$ cat src/byte_ring_buffer_core_defines.svh
// ---------------------------------------------------------------------------
// Byte ring buffer assertion macros
// Shared concurrent check helpers for the byte ring buffer modules.
// ---------------------------------------------------------------------------
`ifndef BYTE_RING_BUFFER_CORE_DEFINES_SVH
`define BYTE_RING_BUFFER_CORE_DEFINES_SVH

// Check a consequent in the same cycle as its antecedent.
`define BRB_ASSERT_NOW(label, clk, rst_n, ante, cons) \
    label: assert property (@(posedge clk) disable iff (!rst_n) (ante) |-> (cons)) \
        else $error("byte ring buffer check failed");

// Check a consequent in the cycle after its antecedent.
`define BRB_ASSERT_NEXT(label, clk, rst_n, ante, cons) \
    label: assert property (@(posedge clk) disable iff (!rst_n) (ante) |=> (cons)) \
        else $error("byte ring buffer check failed");

`endif

$ cat src/brb_pkg.sv
// ---------------------------------------------------------------------------
// Byte ring buffer package
// Sizes, action and status codes, word types and pointer arithmetic.
// ---------------------------------------------------------------------------
`default_nettype none

package brb_pkg;

    localparam int SLOTS     = 1024;
    localparam int MAX_BURST = 64;
    localparam int PTR_W     = $clog2(SLOTS);
    localparam int COUNT_W   = 7;
    localparam int SIZE_W    = 10;
    localparam int BYTE_W    = 8;

    localparam logic [PTR_W:0] SLOTS_X = (PTR_W + 1)'(SLOTS);

    typedef logic [PTR_W-1:0] t_ptr;

    typedef enum logic [2:0] {
        A_WRITE      = 3'd0,
        A_READ       = 3'd1,
        A_PEEK       = 3'd2,
        A_MOVE_FRONT = 3'd3,
        A_BACK_FRONT = 3'd4,
        A_MOVE_REAR  = 3'd5,
        A_BACK_REAR  = 3'd6,
        A_CLEAR      = 3'd7
    } t_action;

    typedef enum logic [1:0] {
        ST_OK   = 2'd0,
        ST_SIZE = 2'd1,
        ST_MOVE = 2'd2
    } t_status;

    typedef struct packed {
        t_action              action;
        logic [BYTE_W-1:0]    data_byte;
        logic [COUNT_W-1:0]   count;
    } t_in;

    typedef struct packed {
        logic [BYTE_W-1:0]    out_byte;
        logic                 byte_valid;
        logic                 last;
        t_status              status;
        logic [SIZE_W-1:0]    used_size;
        logic [SIZE_W-1:0]    free_size;
    } t_out;

    // controller -> datapath
    typedef struct packed {
        logic sweep;
        logic take;
        logic emit_resp;
        logic emit_byte;
    } t_cmd;

    // datapath -> controller
    typedef struct packed {
        logic sweep_done;
        logic burst_start;
        logic out_free;
        logic last_byte;
    } t_stat;

    // a + n modulo SLOTS, both below SLOTS
    function automatic t_ptr ptr_add(input t_ptr a, input t_ptr n);
        logic [PTR_W:0] s;
        s = {1'b0, a} + {1'b0, n};
        if (s >= SLOTS_X) begin
            s = s - SLOTS_X;
        end
        return s[PTR_W-1:0];
    endfunction

    // a - b modulo SLOTS, both below SLOTS
    function automatic t_ptr ptr_sub(input t_ptr a, input t_ptr b);
        logic [PTR_W:0] d;
        d = {1'b0, a} - {1'b0, b};
        if (d[PTR_W]) begin
            d = d + SLOTS_X;
        end
        return d[PTR_W-1:0];
    endfunction

    // count modulo SLOTS as a small lookup over every count value
    function automatic t_ptr count_mod(input logic [COUNT_W-1:0] c);
        t_ptr r;
        t_ptr m;
        r = '0;
        m = '0;
        for (int i = 0; i < 2 ** COUNT_W; i++) begin
            if (COUNT_W'(i) == c) begin
                r = m;
            end
            m = (m == t_ptr'(SLOTS - 1)) ? '0 : m + t_ptr'(1);
        end
        return r;
    endfunction

    // fit a pointer-wide size into the reported field
    function automatic logic [SIZE_W-1:0] to_size(input t_ptr x);
        logic [31:0] t;
        t = 32'(x);
        return t[SIZE_W-1:0];
    endfunction

endpackage

`default_nettype wire

$ cat src/brb_ctrl.sv
// ---------------------------------------------------------------------------
// Byte ring buffer controller
// Sequences the clearing pass, item intake, single results and byte bursts.
// ---------------------------------------------------------------------------
`default_nettype none
`include "byte_ring_buffer_core_defines.svh"

module brb_ctrl (
    input  logic           i_clk,
    input  logic           i_rst_n,
    input  logic           i_in_valid,
    output logic           o_in_ready,
    input  brb_pkg::t_stat i_stat,
    output brb_pkg::t_cmd  o_cmd
);

    typedef enum logic [1:0] {
        S_CLEAR,
        S_IDLE,
        S_RESP,
        S_BURST
    } t_state;

    t_state r_state;
    t_state n_state;

    always_comb begin
        n_state    = r_state;
        o_cmd      = '0;
        o_in_ready = 1'b0;
        unique case (r_state)
            S_CLEAR: begin
                o_cmd.sweep = 1'b1;
                if (i_stat.sweep_done) begin
                    n_state = S_IDLE;
                end
            end
            S_IDLE: begin
                o_in_ready = 1'b1;
                if (i_in_valid) begin
                    o_cmd.take = 1'b1;
                    n_state    = i_stat.burst_start ? S_BURST : S_RESP;
                end
            end
            S_RESP: begin
                if (i_stat.out_free) begin
                    o_cmd.emit_resp = 1'b1;
                    n_state         = S_IDLE;
                end
            end
            S_BURST: begin
                if (i_stat.out_free) begin
                    o_cmd.emit_byte = 1'b1;
                    if (i_stat.last_byte) begin
                        n_state = S_IDLE;
                    end
                end
            end
        endcase
    end

    always_ff @(posedge i_clk) begin
        if (!i_rst_n) begin
            r_state <= S_CLEAR;
        end else begin
            r_state <= n_state;
        end
    end

    `BRB_ASSERT_NEXT(a_burst_ends_idle, i_clk, i_rst_n,
        (r_state == S_BURST) && i_stat.out_free && i_stat.last_byte, r_state == S_IDLE)

endmodule

`default_nettype wire

$ cat config.mk
export PLATFORM = sky130hd
export DESIGN_NAME = brb_ctrl
export DESIGN_NICKNAME = d
export VERILOG_FILES = /design/src/brb_pkg.sv /design/src/brb_ctrl.sv
export VERILOG_INCLUDE_DIRS = /design/src /design/src/src
export SDC_FILE = /design/constraint.sdc
export NUM_CORES = 1
export LEC_CHECK = 0
export BUFFER_PORTS_ARGS = -buffer_cell sky130_fd_sc_hd__buf_2
export CAP_MARGIN = 40
export CORE_AREA = 2 2 39 41
export DETAILED_ROUTE_END_ITERATION = 10
export DIE_AREA = 0 0 41 43
export PLACE_DENSITY = 0.37
export SLEW_MARGIN = 20
export SYNTH_ARGS = -nofsm -noshare
export SYNTH_HDL_FRONTEND = slang
export SYNTH_SLANG_ARGS = --single-unit
$ cat constraint.sdc
create_clock -name i_clk -period 0.87 [get_ports i_clk]
set_input_delay 0 -clock i_clk [delete_from_list [all_inputs] [get_ports i_clk]]
set_output_delay 0 -clock i_clk [all_outputs]
set_load 0.005 [all_outputs]
# After elaboration in Yosys (flattened, before gate mapping)
# Index checks and enable logic that the tools add are counted.
[totals] reg_bits=2 inputBits=7 out_inout_bits=5 elab_cells=25
[op_classes] eq_ne=8 n_mux=14 reduce_logical=2
[ops] operator="$mux W2" count=5
[ops] operator="$ne A2 B2 Y1 const B" count=5
[ops] operator="$mux W1" count=8
[ops] operator="$pmux W2 S4" count=1
[ops] operator="$reduce_and A5 Y1" count=1
[ops] operator="$eq A2 B2 Y1 const B" count=2
[ops] operator="$eq A2 B1 Y1 const B" count=1
[ops] operator="$logic_not A2 Y1" count=1

# Depth between registers and ports, before layout
# Gate-level depths: netlist of run 1.
[logic_depth] word_depth=3 depth_mapped=3 mapped_depth_nobuf=2

# Least setup slack after synthesis of run 1
# Ideal clock, no wire load.
[synth_path] path_type="register to register" start="register r_state[1]" end="register r_state[0]" setup_time_ps=86 arrival_ps=853 t_required_ps=784 setup_slack_ps=-69 stages_incl_launch_ff=4 path_buffers=1 period_less_slack_ps=939 path_cell_list="dfxtp_1 buf_6 and3b_1 a221oi_2"
[synth_between] elab_chain_len=3 elab_cells_between_ends=11 cone_classes="eq/ne (8); mux (1); reduce/logical (2)"
[synth_rtl] item="from (decl)" line="brb_ctrl.sv:24" text="t_state r_state;"
[synth_rtl] item="from (signal assigned)" line="brb_ctrl.sv:66" text="r_state <= n_state;"
[synth_rtl] item="$eq A2 B2 Y1 (tied with other cells)" line="brb_ctrl.sv:31" text="unique case (r_state)"
[synth_rtl] item="$ne A2 B2 Y1 (no source line)"
[synth_rtl] item="$reduce_and A5 Y1 (no source line)"
# Parallel ways exist; a longest one is shown, timed or not.
# A chain may end at the register's enable or synchronous reset.

==> results.txt, run 1 <==
The flow ran to the end, but the final reports show violations. The checks that failed: setup timing. 12 I/O pins were placed.

The final setup skew is 0.00595 ns, and the count of unique library cells instantiated by Yosys is 11. The level count of the clock H-tree was 1; the maximum net fanout on the critical path was 6. The cell family with the largest share of critical-path delay is flip-flops. The count of buffers from port buffering came out at 11. TritonCTS built the clock tree. In this run the biggest area consumer among cell types represents 28.1% of the synthesized area. Final critical-path required period: 0.934 ns. The antenna diode count was 0; the via-per-instance ratio was 3.53.

For this design the static power due to leakage is 0.160 nW. Dividing the detail-routed wire length by the instance count gives 8.82 µm. The logs give 98.8 µm² for the area of the multi-input gates and 3 for the number of clock buffers inserted by TritonCTS. The logs give 0 for the aggregate global routing overflow and 0 for the count of pins over their slew limit.

The critical path class was flip-flop to output pin. The routed design has 450 µm of wire. Clock-pin slew was measured on the worst setup and hold paths at 0.03 ns. The estimated wirelength of the detail-placed design was 344 µm; the final period utilization was 107%. The longest individual stage delay on the worst path was 0.35 ns. After routing, the total negative slack on setup checks comes to -0.263 ns.

The worst setup path is captured at an output pin. Across the run, the number of max-cap violations was 0. Setup repair after global routing could not meet its margin everywhere.

By area the synthesized netlist is led by dfxtp_1 (28%), nor2_1 (13%), a221oi_2 (11%). The number of global-route vias before repair was 198. The worst-case IR drop observed on VDD is 0.348 mV. For the critical path required time, the log shows 0.87 ns. For this run, the post-layout net count is 44. The count of nets left with antenna violations once routing finished came out at 0. Relative to the synthesized area, the layout overhead comes to 104%. Across the whole layout, storage elements account for 45.0 µm². The logic depth of the worst setup path including buffers was 2.

Library cell occupying the most area in the post-synthesis netlist: dfxtp_1. The largest net degree at the start of global routing is 7, and the overall power after layout is 0.428 mW. The actual transition at the worst max-transition pin came out at 0.222 ns. Based on the critical path, the design can be clocked at up to 1070 MHz. In this run the tightest slew margin relative to its limit is 85.0%. For the total instance count after detailed placement, the log shows 47. In this run the power density over the cells is 1470 mW/mm². The clock net in this run drives a total of 2 sinks. Counting every net in the synthesized netlist gives 25. The register with the most flip-flops in the layout has 2 of them. The worst min-delay path startpoint was i_stat[2].

Setup violations remaining at the end of the flow were counted as 6. The height of the chip is 43 µm, and the hold-fix buffer count after cts is 0. For the sequential share of the synthesized area, the log shows 28.1%. The tools report the clock network latency to the later pin of the worst-skew pair as 0.23 ns. The die covers 0.00176 mm². The worst min-delay path category was primary input to flip-flop.

Summing all placed instances gives a cell area of 231 µm². For this configuration, the core starts out at a cell density of 10.3%. In this run the mean area of a mapped cell was 7.92 µm².

The global-route wire length before repair is 765 µm, and the initial detailed-routing violation count is 1. For this design, the slowest cell found on the critical path is dfxtp_4. The buffers plus inverters on the worst setup path was 1.

After synthesis the cells add up to 143 µm². Counting flops and latches in the post-synthesis netlist gives 2. The maximum buffer depth of the clock tree is 2, and the total global routing track utilization is 6.91%. In the final layout, the share of cells above drive strength 1 is 77.1%.

Register containing the most flip-flops in the final layout: r_state. In this run the horizontal extent of the chip is 41 µm. The startpoint identified for the worst register-to-register timing path is r_state[1]$_SDFFE_PN0P_. The startpoint of the most critical setup path was r_state[1]$_SDFFE_PN0P_. The critical path goes through and3b_2 > buf_2.

In the synthesized netlist, the number of instances is 18. For the number of warnings printed during yosys synthesis, the log shows 0. Initial antenna violation count: 0.

Detailed routing inserted a total of 180 vias. The finished cells cover 290 µm². Counting cells, the worst reg-to-reg path comes to 3. The worst setup path is launched from a flip-flop. The run gives 0.93 ns as the data arrival time of the critical path. The CTS root buffer was clkbuf_4.

The finished layout holds 51 standard cells, fillers aside. The area inside the core boundary was 0.00138 mm². In the routed design, unresolved DRC markers number 0.

The placer's final routability congestion estimate was 0.756; the cell depth of the worst min-delay path was 3. In the final layout, the registers with the most flip-flops are r_state x2. The run gives -0.0635 ns as the worst-case setup margin in the final layout. The row count was 14. For this run, the detailed router's first-pass iteration total came to 2.

The number of fillers in the final layout is 164. The count of final hold-check violations was 0.
cell usage after synthesis (all sizes together):
cell	number
nand2	1
buf	1
nand3b	1
inv	3
dfxtp	2
and2	1
nor2	5
and3b	1
o41ai	1
mux2i	1
a221oi	1
per-layer routing:
| metal | wire length [µm] | vias to the layer above | track usage [%] |
|---|---|---|---|
| li1 | - | 94 | - |
| met1 | 208 | 76 | 8.28 |
| met2 | 181 | 10 | 7.81 |
| met3 | 61 | 0 | 4.71 |
| met4 | 0 | 0 | 6.00 |
| met5 | 0 | - | 0 |
report_power, final:
part / total (mW) / internal (mW) / leakage [nW] / switching (mW)
clock: 0.209 / 0.153 / 0.0138 / 0.0564
sequential: 0.110 / 0.101 / 0.0175 / 0.00890
combinational: 0.110 / 0.0629 / 0.128 / 0.0466
total: 0.428 / 0.316 / 0.160 / 0.112
cell usage in the layout (no fill, tap or decap):
cell | netlist | layout
buf_2 | 0 | 11
nor2_1 | 5 | 4
clkbuf_4 | 0 | 3
inv_1 | 3 | 2
buf_6 | 1 | 2
buf_4 | 0 | 2
inv_2 | 0 | 1
nand2_4 | 0 | 1
nor2_2 | 0 | 1
and3b_2 | 0 | 1
and2_2 | 1 | 1
nand3b_1 | 1 | 1
o41ai_2 | 0 | 1
mux2i_1 | 1 | 1
a221oi_2 | 1 | 1
dfxtp_2 | 0 | 1
dfxtp_4 | 0 | 1
timing repair:
item / CTS / global route
endpoints found under the setup margin: 7 / 6
resized for setup: 8 / 1
endpoints found under the hold margin: 0 / 0
buffers inserted: 1 / 0
pin swaps: 2 / 0
metrics by stage:
stage	hold WS (ns)	util, %	worst slack, ns
final	0.0263	21.0	-0.0635
after floorplan	0.104	-	-0.0502
after global placement	0.265	16.7	-0.00510
after global routing	0.0249	21.0	-0.106
after CTS	0.0141	20.8	-0.0775
after detailed placement	0.269	16.7	-0.0377
cell type report:
cell class | count | area share (%)
clock buffers | 3 | 7.76
inverters | 3 | 3.88
well taps | 16 | 6.90
flip-flops and latches | 2 | 15.5
repair buffers | 15 | 31.9
multi-input cells | 12 | 34.1
worst paths after layout:
path,endpoint,slack [ns]
hold reg to reg,r_state[1]$_SDFFE_PN0P_,0.49
setup / recovery,o_cmd[2],-0.06
hold / removal,r_state[0]$_SDFFE_PN0P_,0.03
setup reg to reg,r_state[0]$_SDFFE_PN0P_,-0.02
worst min-delay path, delay by kind of cell:
kind	cells	cell delay, ns
buffers and inverters	2	0.16
AO/OA/AOI/OAI	1	0.05
logic make-up after synthesis:
logic type,Yosys count,synth area share (%)
muxes,1,7.02
DFF,2,28.1
AOI/OAI and AO/OA,2,16.7
buffers and inverters,4,15.8
and+or+nand+nor,9,32.5
Power figures use the tool's default switching activity.
==> inputs of run 2 (changes only) <==
--- a/config.mk
+++ b/config.mk
@@ -6,12 +6,13 @@
 export SDC_FILE = /design/constraint.sdc
 export NUM_CORES = 1
 export LEC_CHECK = 0
+export ABC_AREA = 1
 export BUFFER_PORTS_ARGS = -buffer_cell sky130_fd_sc_hd__buf_2
 export CAP_MARGIN = 40
 export CORE_AREA = 2 2 39 41
 export DETAILED_ROUTE_END_ITERATION = 10
 export DIE_AREA = 0 0 41 43
-export PLACE_DENSITY = 0.37
+export PLACE_DENSITY = 0.38
 export SLEW_MARGIN = 20
 export SYNTH_ARGS = -nofsm -noshare
 export SYNTH_HDL_FRONTEND = slang
==> run 2 against run 1 <==
  * The flow still finishes with violations (setup timing)
  * Utilization increased by 2.8 points
  * Worst hold slack improved by 0.011 ns
  * Sequential share of layout area is 1.1 points lower
  * Count of clock-buffer cells in the layout did not move
  * Largest cell class unchanged
==> results.txt, run 2 <==
The x dimension of the die is 41 µm (unchanged). The logs give 0.0377 ns (+0.0114 ns) for the final-layout worst hold slack and 0 (unchanged) for the initial antenna violation count. The number of clock sinks was 2 (unchanged). The run gives 0.22 ns (about the same) as the clock network latency to the later pin of the worst-skew pair.

The flow ran to the end, but the final reports show violations. The maximum achievable frequency is 1020 MHz (-5.1%). The tools report the worst IR drop on VDD as 0.522 mV (+50%). The share of final-layout standard cells stronger than drive strength 1 works out to 56.3% (-21 points).

The number of clock buffers inserted by TritonCTS is 3 (unchanged). The global-route wire length before repair was 786 µm (+2.7%); the buffers plus inverters on the worst setup path was 3 (+2). The final setup skew is 0.000734 ns (-0.00522 ns). The sequential share of the synthesized area is 25.4% (-2.7 points), and the normalized max-slew margin is 89.1% (+4.0 points). The min-delay analysis places its worst path in the category primary input to flip-flop. Clock tree synthesis selected as its root buffer the cell clkbuf_4. The count of final hold-check violations was 0 (unchanged).

The run gives 0 (unchanged) as the hold-fix buffer count after cts. The data arrival time of the critical path came out at 0.98 ns (+0.05 ns). The number of detailed-routing iterations run before antenna repair is 2 (unchanged). The logs give 0.00138 mm² (unchanged) for the area inside the core boundary and -0.0368 ns (+0.000936 ns) for the worst slack at placement. For this design, the slowest cell found on the critical path is dfxtp_4. The actual transition at the worst max-transition pin is 0.163 ns (-0.0594 ns). Number of fillers in the final layout: 170 (+3.7%). The run gives 0.00176 mm² (unchanged) as the area of the die. The area taken by flip-flops and latches was 47.5 µm² (+5.6%). The count of pins over their slew limit was 0 (unchanged). Total instance count after detailed placement: 60 (+28%). r_state holds more flip-flops than any other register. The most common library cell in the layout ignoring fill and taps was buf_2. Setup repair after global routing could not meet its margin everywhere.

The mean instance size in the synthesized netlist is 5.26 µm² (-34%). Leaving out fill and tap cells, the most frequent cells in the layout are buf_2 (11), inv_1 (9), nand2_1 (6). The most frequent cell after synthesis is inv_1.

The library cell occupying the most area in the post-synthesis netlist is dfxtp_1. The routed wirelength normalized by instance count works out to 7.80 µm (-12%). The synthesized netlist net count is 37 (+48%), and the fraction of registers with async set/reset is 0% (unchanged).

The relative area change from synthesis to final layout is 109%. For the largest net degree at the start of global routing, the log shows 7 (unchanged). The tools report the worst flop-to-flop path startpoint as r_state[1]$_SDFFE_PN0P_.

TritonCTS built the clock tree. The final reports fail on setup timing. Post-layout net count: 57 (+30%). For the level count of the clock H-tree, the log shows 1 (unchanged). The run gives 64 (+25%) as the post-route non-filler standard cell count. In the post-synthesis netlist, the biggest area contributors are dfxtp_1 (25%), inv_1 (21%), nand2_1 (19%). The power density over the cells was 1380 mW/mm² (-6.4%); the flip-flop and latch count after synthesis was 2 (unchanged). The logs give -0.06 ns (-0.04 ns) for the worst setup slack for register-to-register paths and 11.4% (+1.1 points) for the initial core utilization. The final period utilization came out at 113% (+5.8 points). Startpoint of the most critical setup path: r_state[1]$_SDFFE_PN0P_. The area of the multi-input gates is 106 µm² (+7.6%), and the aggregate global routing overflow is 0 (unchanged).

The tools report the estimated wirelength of the detail-placed design as 373 µm (+8.3%). The worst min-delay path startpoint is i_rst_n. Number of nets still failing antenna checks after routing: 0 (unchanged). Count of unique library cells instantiated by Yosys: 10 (-1).

The tools report the maximum buffer depth of the clock tree as 2 (unchanged). The final critical-path required period was 0.984 ns (+0.0507 ns); the maximum net fanout on the critical path was 6 (unchanged). Number of enable-type register cells in the synthesized netlist: 0 (unchanged).

The number of flip-flops under the largest register name was 2 (unchanged). The total setup violations reported at the end of the flow is 7 (+1). Total via count in the routed design: 230 (+28%). By count the netlist is led by inv_1 (9), nand2_1 (8). The placer's final routability congestion estimate is 0.673 (-11%).

The run gives 23.8% (+2.8 points) as the final standard cell utilization of the core. STA classifies the critical path startpoint as a flip-flop. The clock input transition at the sequential cells of the worst setup and hold paths is 0.03 ns (about the same). The kind of capture point of the worst setup path is an output pin. The run gives 0.191 nW (+20%) as the leakage power summed over all cells. For the row count, the log shows 14 (unchanged). The number of warnings printed during yosys synthesis was 0 (unchanged); the count of boundary I/O pins was 12 (unchanged).

The tools report the number of standard cells after synthesis as 30 (+12). The worst-case setup margin in the final layout was -0.114 ns (-0.0507 ns); the initial detailed-routing violation count was 3 (+2). The height of the chip was 43 µm (unchanged).

The combined area of all synthesized cells is 158 µm² (+11%). The total DRC errors in the routed layout was 0 (unchanged); the via-per-instance ratio was 3.59 (+1.8%). The cell family with the largest share of critical-path delay is flip-flops. The signal on the critical path passes through buf_6 > nor2_4 > nand2_2 > inv_1 > buf_2.

The main flop type after synthesis was dfxtp_1. The worst setup path is of the flip-flop to output pin kind. The tools report the total global routing track utilization as 6.91% (+0.0069 points). For the critical path required time, the log shows 0.87 ns (about the same).

The longest individual stage delay on the worst path came out at 0.36 ns (about the same). The number of global-route vias before repair was 219 (+11%). In the final layout, the registers with the most flip-flops are r_state x2. The count of max-cap constraint violations is 0 (unchanged). The tools report the antenna diode count as 0 (unchanged).

The count of buffers from port buffering is 11 (unchanged), and the share of the synthesized area in the top cell type is 25.4% (-2.7 points). The total routed wirelength came out at 499 µm (+11%).
## run 2: metal layers
metal	wire, µm	vias up	track usage, %
li1	-	122	-
met1	175	104	5.75
met2	305	4	11.3
met3	18	0	4.71
met4	0	0	4.00
met5	0	-	0
## run 2: repair_timing
item / CTS / global route
pin swaps: 3 / 0
resized for setup: 10 / 4
setup buffers: 1 / 0
setup endpoints to repair: 7 / 7
## run 2: cell families after synthesis
kind of cell / after synthesis / share of synthesized area [%]
AOI/OAI and AO/OA: 2 / 6.34
buffers and inverters: 10 / 23.8
DFF: 2 / 25.4
and+or+nand+nor: 16 / 44.4
## run 2: layout make-up
type                            count  area share [%]
Tap cell                           16            6.08
Multi-Input combinational cell     18            32.3
Timing Repair Buffer               15            28.1
Inverter                           10            12.2
Clock buffer                        3            6.84
Sequential cell                     2            14.4
## run 2: per-stage QoR
step	power [mW]	area, µm²	setup TNS [ns]
3_3_place_gp	0.224	255	-0.0753
4_1_cts	0.462	314	-0.497
5_1_grt	0.504	329	-0.809
6_report	0.454	329	-0.461
3_5_place_dp	0.224	255	-0.0585
2_1_floorplan	0.166	158	0
## run 2: where the power goes
part           internal (mW)  switching, mW
Sequential             0.101         0.0159
Combinational         0.0718         0.0646
Clock                  0.152         0.0494
## run 2: path summary, 6_finish.rpt
| path | to | cells after the start |
|---|---|---|
| setup / recovery | o_cmd[2] | 5 |
| hold / removal | r_state[1]$_SDFFE_PN0P_ | 3 |
| setup reg to reg | r_state[1]$_SDFFE_PN0P_ | 5 |
| hold reg to reg | r_state[1]$_SDFFE_PN0P_ | 2 |
## run 2: worst min-delay path: stages
cell,delay (ns)
buf_2,0.10
inv_1,0.08
a21oi_2,0.04
==> inputs of run 3 (changes only) <==
--- a/config.mk
+++ b/config.mk
@@ -10,9 +10,11 @@
 export BUFFER_PORTS_ARGS = -buffer_cell sky130_fd_sc_hd__buf_2
 export CAP_MARGIN = 40
 export CORE_AREA = 2 2 39 41
+export CTS_BUF_LIST = sky130_fd_sc_hd__clkbuf_4
 export DETAILED_ROUTE_END_ITERATION = 10
 export DIE_AREA = 0 0 41 43
-export PLACE_DENSITY = 0.38
+export PLACE_DENSITY_LB_ADDON = 0.3
+export REMOVE_ABC_BUFFERS = 1
 export SLEW_MARGIN = 20
 export SYNTH_ARGS = -nofsm -noshare
 export SYNTH_HDL_FRONTEND = slang
==> run 3 against run 2 <==
  * The run still ends with setup timing left
  * Final cell count rose by 3.1%
  * Die area unchanged
  * Combinational power grew 16%
  * Global-route usage decreased by 0.10 points
  * Count of clock-buffer cells in the layout stayed put
  * Wire length increased by 8.0%
  * Sequential share of layout area down 1.2 points
  * Fmax fell by 0.17%
  * Register-to-register slack is essentially flat
  * Worst hold slack lost 0.019 ns
  * Critical path type unchanged
  * Critical endpoint unchanged
==> results.txt, run 3 (synthesized netlist as in run 2, its figures left out) <==
The most common library cell in the layout ignoring fill and taps was buf_2. The placer's final routability congestion estimate was 0.646 (-4.0%). In the final layout, the registers with the most flip-flops are r_state x2. The worst IR drop on VDD was 0.566 mV (+8.6%).

For the clock network latency to the later pin of the worst-skew pair, the log shows 0.22 ns (about the same). The data arrival time of the critical path was 0.99 ns (about the same). In this run the clock root is driven by a clkbuf_4. The run finished, with violations left. The number of global-route vias before repair was 218 (-0.46%); the global-route wire length before repair was 779 µm (-0.89%).

The initial detailed-routing violation count came out at 1 (-2). The final period utilization was 113% (+0.19 points); the overall power after layout was 0.477 mW (+4.9%). The clock input transition at the sequential cells of the worst setup and hold paths was 0.03 ns (about the same); the count of buffers from port buffering was 11 (unchanged).

X dimension of the die: 41 µm (unchanged). The net switching power of the design is 0.141 mW (+8.5%), and the post-layout net count is 59 (+3.5%). The estimated wirelength of the detail-placed design was 376 µm (+0.72%); the relative area change from synthesis to final layout was 128%. The tools report the number of clock sinks as 2 (unchanged). TritonCTS built the clock tree. Maximum net fanout on the critical path: 6 (unchanged). The via-per-instance ratio was 3.70 (+2.9%).

The final instance area was 359 µm² (+9.1%); the actual transition at the worst max-transition pin was 0.206 ns (+0.0429 ns). For the instance area after placement, the log shows 255 µm² (unchanged). The logs give 0.00138 mm² (unchanged) for the area inside the core boundary and 0.00335 ns (+0.00262 ns) for the final setup skew.

The number of clock buffers inserted by TritonCTS was 3 (unchanged); the cell depth of the worst min-delay path was 3 (unchanged). The aggregate global routing overflow is 0 (unchanged), and the share of final-layout standard cells stronger than drive strength 1 is 66.0% (+9.8 points). The logs give 14 (unchanged) for the row count and 1 (unchanged) for the level count of the clock H-tree. Number of flip-flops under the largest register name: 2 (unchanged).

The tools report the count of boundary I/O pins as 12 (unchanged). The leakage power summed over all cells is 0.202 nW (+5.5%). The largest net degree at the start of global routing is 7 (unchanged). The critical path class was flip-flop to output pin. The worst register-to-register path begins at r_state[0]$_SDFFE_PN0P_. The worst setup path is captured at an output pin. The number of nets still failing antenna checks after routing was 0 (unchanged). The run gives 24.5% (-1.2 points) as the sequential cell fraction of total power.

The proportion of power drawn by the clock network is 42.2% (-2.1 points). Worst min-delay path startpoint: i_rst_n. For the area of the die, the log shows 0.00176 mm² (unchanged). For the total global routing track utilization, the log shows 6.81% (-0.10 points). The final reports fail on setup timing. The library cells used most frequently in the layout, excluding fill and tap cells, are buf_2 (11), inv_1 (8), nand2_1 (5). r_state holds more flip-flops than any other register. The final critical-path required period is 0.986 ns (+0.00167 ns), and the combinational cell fraction of total power is 33.2% (+3.2 points). The run gives 86.2% (-2.9 points) as the normalized max-slew margin. The count of pins over their slew limit was 0 (unchanged).

The maximum buffer depth of the clock tree was 2 (unchanged). The routed wirelength normalized by instance count works out to 8.17 µm (+4.7%). The total via count in the routed design was 244 (+6.1%).

The antenna diode count was 0 (unchanged); the count of max-cap constraint violations was 0 (unchanged). The run gives 11.4% (unchanged) as the initial core utilization. Tracing the worst setup path back leads to its startpoint at r_state[1]$_SDFFE_PN0P_. Setup repair after global routing could not meet its margin everywhere.

The count of final hold-check violations was 0 (unchanged); the switching part of the total power was 29.6% (+0.98 points). The depth of the worst register-to-register path came out at 7 (+2). The worst hold path terminates at r_state[1]$_SDFFE_PN0P_. The worst setup slack for register-to-register paths was -0.07 ns (about the same); the power density over the cells was 1330 mW/mm² (-3.9%). Maximum achievable frequency: 1010 MHz (-0.17%). The tools report the design internal power as 0.336 mW (+3.5%). Total setup violations reported at the end of the flow: 7 (unchanged).

The tools report the nature of the critical path startpoint as a flip-flop. The worst-case setup margin in the final layout came out at -0.116 ns (-0.00167 ns). The initial antenna violation count was 0 (unchanged); the total DRC errors in the routed layout was 0 (unchanged). The logs give 539 µm (+8.0%) for the total routed wirelength and 0.87 ns (about the same) for the critical path required time. Height of the chip: 43 µm (unchanged).

The worst min-delay path category was primary input to flip-flop. In this run the critical register-to-register path is captured at r_state[0]$_SDFFE_PN0P_. The run gives 2 (unchanged) as the number of detailed-routing iterations run before antenna repair.
-- run 3: worst max-delay path: stages (launching register included) --
cell and delay, ns:
dfxtp_4 0.36, buf_6 0.12, nor2_4 0.08, nand2_2 0.07
inv_2 0.04, buf_2 0.09
-- run 3: repair_timing --
action / in CTS / in global routing
setup buffers: 2 / 1
pin swaps: 3 / 4
resized for setup: 10 / 9
hold buffers: 0 / 0
setup endpoints to repair: 7 / 7
-- run 3: layout make-up --
type / instances / area, µm²
flip-flops and latches: 2 / 47.5
repair buffers: 17 / 108
fillers: 168 / 1020
inverters: 10 / 42.5
multi-input cells: 18 / 119
well taps: 16 / 20.0
clock buffers: 3 / 22.5
-- run 3: power groups by stage --
stage / combinational [mW] / sequential [mW] / clock, mW
finish: 0.158 / 0.117 / 0.201
global placement: 0.110 / 0.113 / 0
global route: 0.178 / 0.118 / 0.223
detailed placement: 0.110 / 0.114 / 0
floorplan: 0.0544 / 0.112 / 0
CTS: 0.138 / 0.114 / 0.214
-- run 3: how the worst max path moves through the flow --
stage | cells after the start | end | slack [ns]
after CTS | 5 | o_cmd[1] | -0.13
after global placement | 6 | r_state[0]$_SDFFE_PN0P_ | -0.03
after floorplan | 7 | r_state[0]$_SDFFE_PN0P_ | 0.02
after detailed placement | 7 | r_state[0]$_SDFFE_PN0P_ | -0.06
after global routing | 5 | o_cmd[2] | -0.16
final | 5 | o_cmd[2] | -0.12
-- run 3: stage by stage --
step / instances / setup TNS [ns] / setup WS, ns / hold WS (ns) / util [%]
after floorplan: 30 / 0 / 0.0180 / 0.0921 / -
after global placement: 60 / -0.0338 / -0.0338 / 0.254 / 18.4
after detailed placement: 60 / -0.0557 / -0.0557 / 0.253 / 18.4
after CTS: 65 / -0.474 / -0.130 / 0.0146 / 23.2
after global routing: 66 / -0.868 / -0.162 / 0.0412 / 25.9
final: 66 / -0.459 / -0.116 / 0.0191 / 25.9
-- run 3: routing by layer --
layer | global-route usage [%] | routed length, µm | share of wire [%]
met1 | 7.03 | 172 | 32
met2 | 9.69 | 307 | 57
met3 | 6.28 | 59 | 11
met4 | 2.00 | 0 | 0
met5 | 0 | 0 | 0
